`config.mk`:
```
export PLATFORM = sky130hd
export DESIGN_NAME = rct_scan
export DESIGN_NICKNAME = d
export VERILOG_FILES = /design/src/rtl/core/rct_pkg.sv /design/src/rtl/core/rct_scan.sv
export SDC_FILE = /design/constraint.sdc
export NUM_CORES = 1
export LEC_CHECK = 0
export BUFFER_PORTS_ARGS = -buffer_cell sky130_fd_sc_hd__buf_2
export CAP_MARGIN = 20
export CORE_MARGIN = 4
export CORE_UTILIZATION = 55
export CTS_CLUSTER_SIZE = 20
export DETAILED_ROUTE_END_ITERATION = 10
export GPL_TIMING_DRIVEN = 0
export PLACE_DENSITY = 0.87
export SYNTH_ARGS = -nofsm -noshare
export SYNTH_HDL_FRONTEND = slang
export SYNTH_SLANG_ARGS = --single-unit
```
`constraint.sdc`:
```
create_clock -name clk -period 9.2 [get_ports clk]
set_clock_uncertainty 0.15 [all_clocks]
set_input_delay 0 -clock clk [delete_from_list [all_inputs] [get_ports clk]]
set_output_delay 0 -clock clk [all_outputs]
set_load 0.01 [all_outputs]
```
`src/rtl/core/rct_pkg.sv`:
```
// ----------------------------------------------------------------------------
// rct_pkg
// Shared types for the rectangle claim table: opcodes, rectangle layout,
// controller states and the scan status bundle.
// ----------------------------------------------------------------------------
package rct_pkg;

  typedef enum logic [2:0] {
    OP_CLEAR   = 3'd0,
    OP_RESERVE = 3'd1,
    OP_BAND    = 3'd2,
    OP_CLAIM   = 3'd3,
    OP_QUERY   = 3'd4
  } opcode_t;

  // x sits in the lowest bits, matching the stream data layout
  typedef struct packed {
    logic signed [15:0] h;
    logic signed [15:0] w;
    logic signed [15:0] y;
    logic signed [15:0] x;
  } rect_t;

  localparam int unsigned RECT_BITS = 64;

  typedef enum logic [1:0] {
    ST_IDLE,
    ST_SCAN,
    ST_FIN
  } state_t;

  typedef struct packed {
    logic busy;
    logic done;
    logic hit;
  } scan_stat_t;

endpackage

```
`src/rtl/core/rct_scan.sv`:
```
// ----------------------------------------------------------------------------
// rct_scan
// Walks the stored rectangles one read per cycle and flags any overlap with
// the rectangle under test.
// ----------------------------------------------------------------------------
module rct_scan #(
  parameter int CAPACITY = 96
) (
  input  logic                           clk,
  input  logic                           rst_n,
  input  logic                           start,
  input  logic [$clog2(CAPACITY+1)-1:0]  count,
  input  rct_pkg::rect_t                 probe,
  output logic                           rd_en,
  output logic [((CAPACITY > 1) ? $clog2(CAPACITY) : 1)-1:0] rd_addr,
  input  logic [rct_pkg::RECT_BITS-1:0]  rd_data,
  output rct_pkg::scan_stat_t            stat
);

  localparam int CW = $clog2(CAPACITY + 1);
  localparam int AW = (CAPACITY > 1) ? $clog2(CAPACITY) : 1;

  logic          active_r, active_nxt;
  logic [CW-1:0] idx_r, idx_nxt;
  logic          pend_r, pend_nxt;
  logic          hit_r, hit_nxt;
  logic          issue;
  logic          done;
  logic          overlap;

  rct_pkg::rect_t ent;
  logic signed [16:0] e_x, e_y, e_r, e_b;
  logic signed [16:0] p_x, p_y, p_r, p_b;

  // half-open overlap test, edges summed at 17 bits so nothing wraps
  always_comb begin
    ent     = rct_pkg::rect_t'(rd_data);
    e_x     = {ent.x[15], ent.x};
    e_y     = {ent.y[15], ent.y};
    e_r     = e_x + {ent.w[15], ent.w};
    e_b     = e_y + {ent.h[15], ent.h};
    p_x     = {probe.x[15], probe.x};
    p_y     = {probe.y[15], probe.y};
    p_r     = p_x + {probe.w[15], probe.w};
    p_b     = p_y + {probe.h[15], probe.h};
    overlap = !((e_r <= p_x) || (p_r <= e_x) || (e_b <= p_y) || (p_b <= e_y));
  end

  always_comb begin
    issue      = active_r && (idx_r < count);
    done       = active_r && !issue && !pend_r;
    active_nxt = active_r;
    idx_nxt    = idx_r;
    pend_nxt   = issue;
    hit_nxt    = hit_r;
    if (pend_r && overlap) begin
      hit_nxt = 1'b1;
    end
    if (issue) begin
      idx_nxt = idx_r + CW'(1);
    end
    if (done) begin
      active_nxt = 1'b0;
    end
    if (start) begin
      active_nxt = 1'b1;
      idx_nxt    = '0;
      pend_nxt   = 1'b0;
      hit_nxt    = 1'b0;
    end
  end

  always_ff @(posedge clk) begin
    if (!rst_n) begin
      active_r <= 1'b0;
      idx_r    <= '0;
      pend_r   <= 1'b0;
      hit_r    <= 1'b0;
    end else begin
      active_r <= active_nxt;
      idx_r    <= idx_nxt;
      pend_r   <= pend_nxt;
      hit_r    <= hit_nxt;
    end
  end

  assign rd_en     = issue;
  assign rd_addr   = idx_r[AW-1:0];
  assign stat.busy = active_r;
  assign stat.done = done;
  assign stat.hit  = hit_r;

endmodule

```
==> metrics.md <==
| Metric | Value |
|---|---|
| Number of synthesized flops with an enable pin | 0 |
| Post-synthesis cell count | 732 |
| Layout area overhead | 18.3% |
| Clock slew at reported path FFs | 50 ps |
| Worst Tran Pin Value | 553 ps |
| Internal | 0.274 mW |
| 1st-pass router iterations | 5 |
| Vias per cell | 5.56 |
| I/O Pins | 149 |
| Via count | 5,649 |
| Seq cells post-synth | 10 |
| Worst min path class | input pin to flop |
| Slew margin rel. | 0.628 |
| WP data arrival | 3520 ps |
| Syn avg cell area | 7.31 um2 |
| Most common cell in the netlist | ha_1 |
| DRT Wirelength | 14.0 mm |
| Worst r2r path cells | 7 |
| Slowest-stage cell, CP | nor4_1 |
| Post-synthesis async set-or-reset flop share | 0 |
| Hold Vio Cnt, Final | 0 |
| Cell taking the most area after synthesis | ha_1 |
| Worst setup EP type | flop |
| Max-Cap Viols | 0 |
| Initial antenna violation count | 1 |
| Fraction of layout cells with a size suffix above 1 | 0.190 |
| Total number of yosys warnings | 0 |
| Initial Util | 0.571 |
| TritonCTS clock tree | built |
| Sequential power share | 0.087 |
| Outcome | finished, final reports clean |
| Filler cell count | 878 |
| Setup TNS | 0 ps |
| CP max stage delay | 500 ps |
| Crit path required time | 9190 ps |
| Rows | 35 |
| Final setup violation count | 0 |
| Mapped Nets | 1,013 |
| Yosys top cell area share | 0.325 |
| Startpoint Class | input pin |
| Minimum clock period | 3530 ps |
| Max clock buf depth | 2 |
| Critical path class | input pin to flop |
| Fmax | 0.284 GHz |
| Clk pwr share | 0.105 |
| Num CTS Buffers | 3 |
| Port bufs | 148 |
| Core area | 9370 um2 |
| Non-filler cells, final | 1,016 |
| Max-slew violations | 0 |
| Hold depth | 5 |
| Post-route antenna net violation count | 0 |
| Seq/Total Area, Yosys | 0.0374 |
| Combinational Power Share | 0.808 |
| DRC violation count after routing | 0 |
| Sw power | 0.245 mW |
| Die ar. | 11,400 um2 |
| CTS root buf | clkbuf_8 |
| PD cells | 82.1 nW/um2 |
| Layout Nets | 1,168 |
| # H-tree levels | 1 |
| Placed insts | 1,009 |
| Largest net degree at the start of global routing | 11 |
| Commonest cells in the netlist | 139 x ha_1, 104 x inv_1, 55 x nor2_1 |
| # resized after CTS | 0 |
| CP Cell Sequence | buf_2 > ha_1 > inv_1 > fa_1 > nor2b_1 > o31a_1 > o211ai_2 > a21boi_2 > mux2i_1 > a211o_1 > ha_1 > nand4_1 > nor4_1 > o31ai_1 > o211ai_1 > nand4_1 > o31ai_1 |
| Pleak | 3.42 nW |
| First-iteration detailed-routing DRC count | 216 |
| Global placement routability congestion | 0.887 |
| Final worst-path cycle share | 0.383 |
| Worst skew pair latency | 230 ps |
| GRT Util Overall | 0.235 |
| Post-Syn Area | 5350 um2 |
| Die height | 107 um |
| Routed len/inst | 13.8 um |
| First-pass GRT wire length | 22.7 mm |
| Clock Sinks | 10 |
| Switch share | 0.472 |
| Vias in the first global route | 5,322 |
| Chip width | 107 um |
| RSZ-0062 raised after global routing | false |
| Synth cell types | 64 |
| Max VDD drop | 0.0522 mV |
| GRT overflow | 0 |
| Main flop type after synthesis | dfxtp_1 |
| Synth area leaders | ha_1 32%, inv_1 7.3%, xnor2_1 5.4%, a21oi_1 5.0%, o21ai_0 3.9% |
| CP max FO | 4 |
| DP HPWL | 12.5 mm |
## cell usage in the layout, fill, tap and decap left out, types with 3 or more instances in the layout
master	netlist	final
buf_2	0	148
ha_1	139	139
inv_1	104	104
nor2_1	55	55
a21oi_1	53	53
nand2_1	49	49
o21ai_0	42	42
xnor2_1	33	33
a21o_1	23	23
nand3_1	18	18
a211oi_1	17	17
o21a_1	16	16
nand4_1	14	14
nand2b_1	13	13
nor3_1	12	12
xor2_1	11	11
dfxtp_1	10	10
nor2b_1	9	9
mux2i_1	9	9
o31ai_1	7	7
o211ai_1	7	7
and2_1	5	5
nor4_1	5	5
a31oi_1	5	5
o31a_1	4	4
clkbuf_1	4	4
o21bai_1	4	4
or3_1	4	4
fa_1	4	4
clkbuf_8	0	4
o22ai_1	3	3
and3_1	3	3
a221oi_1	3	3
nand4b_1	3	3
buf_4	3	3
## layer usage
| metal | vias up | part of all wire | global-route usage |
|---|---|---|---|
| met3 | 12 | 0.054 | 0.0163 |
| met2 | 165 | 0.49 | 0.438 |
| met4 | 0 | 0.011 | 0.0311 |
| met5 | - | 0 | 0 |
| met1 | 2507 | 0.45 | 0.303 |
| li1 | 2965 | - | - |
## critical path: cells and delay by family
kind / cells / cell delay, ps
mux: 1 / 100
simple gates: 4 / 930
buf+inv: 2 / 160
compound gates: 7 / 1430
fa+ha+maj: 3 / 890
## sequential cells by signal, summed over array words and instances (netlist names)
name      flops
pend_r        1
hit_r         1
active_r      1
rd_addr       7
## kinds of logic after synthesis
kind of cell,count (synthesis),synth area share
buffers and inverters,111,0.0799
muxes,9,0.0168
and+or+nand+nor,199,0.181
xor gates and xnor gates,44,0.0720
AOI/OAI and AO/OA,216,0.273
DFF,10,0.0374
adders and majority gates,143,0.340
## final timing paths
check / startpoint / endpoint / slack [ps]
max reg2reg: rd_addr[1] / active_r / 6800
max: rd_data[0] / hit_r / 5670
min: rd_data[0] / hit_r / 170
min reg2reg: rd_addr[6] / rd_addr[6] / 350
## area by class of cell
type / count / area [um2] / area share
multi-input combinational: 611 / 4720 / 0.746
timing repair buffer: 150 / 761 / 0.120
inverter: 104 / 390 / 0.0616
sequential: 10 / 200 / 0.0316
tap: 129 / 161 / 0.0255
clock buffer: 4 / 55.1 / 0.00869
buffer: 7 / 37.5 / 0.00593
antenna: 1 / 2.50 / 0.000395
## power by group through the flow
stage,Clock [mW],Sequential (mW),Combinational [mW]
final,0.0547,0.0452,0.420
after global routing,0.0591,0.0453,0.475
after CTS,0.0561,0.0451,0.418
after detailed placement,0,0.0460,0.414
after global placement,0,0.0459,0.402
after floorplan,0,0.0459,0.305
## stage by stage
stage           util  power [mW]  worst slack [ps]  hold slack (ps)  cell area (um2)
2_1_floorplan      -       0.351              6220            -13.8             5350
3_3_place_gp   0.667       0.448              5510              101             6250
3_5_place_dp   0.667       0.460              5480              105             6250
4_1_cts        0.675       0.519              5710              174             6330
5_1_grt        0.676       0.580              5300              238             6330
6_report       0.676       0.520              5670              165             6330
## repair_timing
action                    4_1_cts  5_1_grt
hold endpoints to repair        1        0
buffers inserted                0        0
hold buffers                    2        0
No activity file was read; power rests on OpenSTA's default activity.
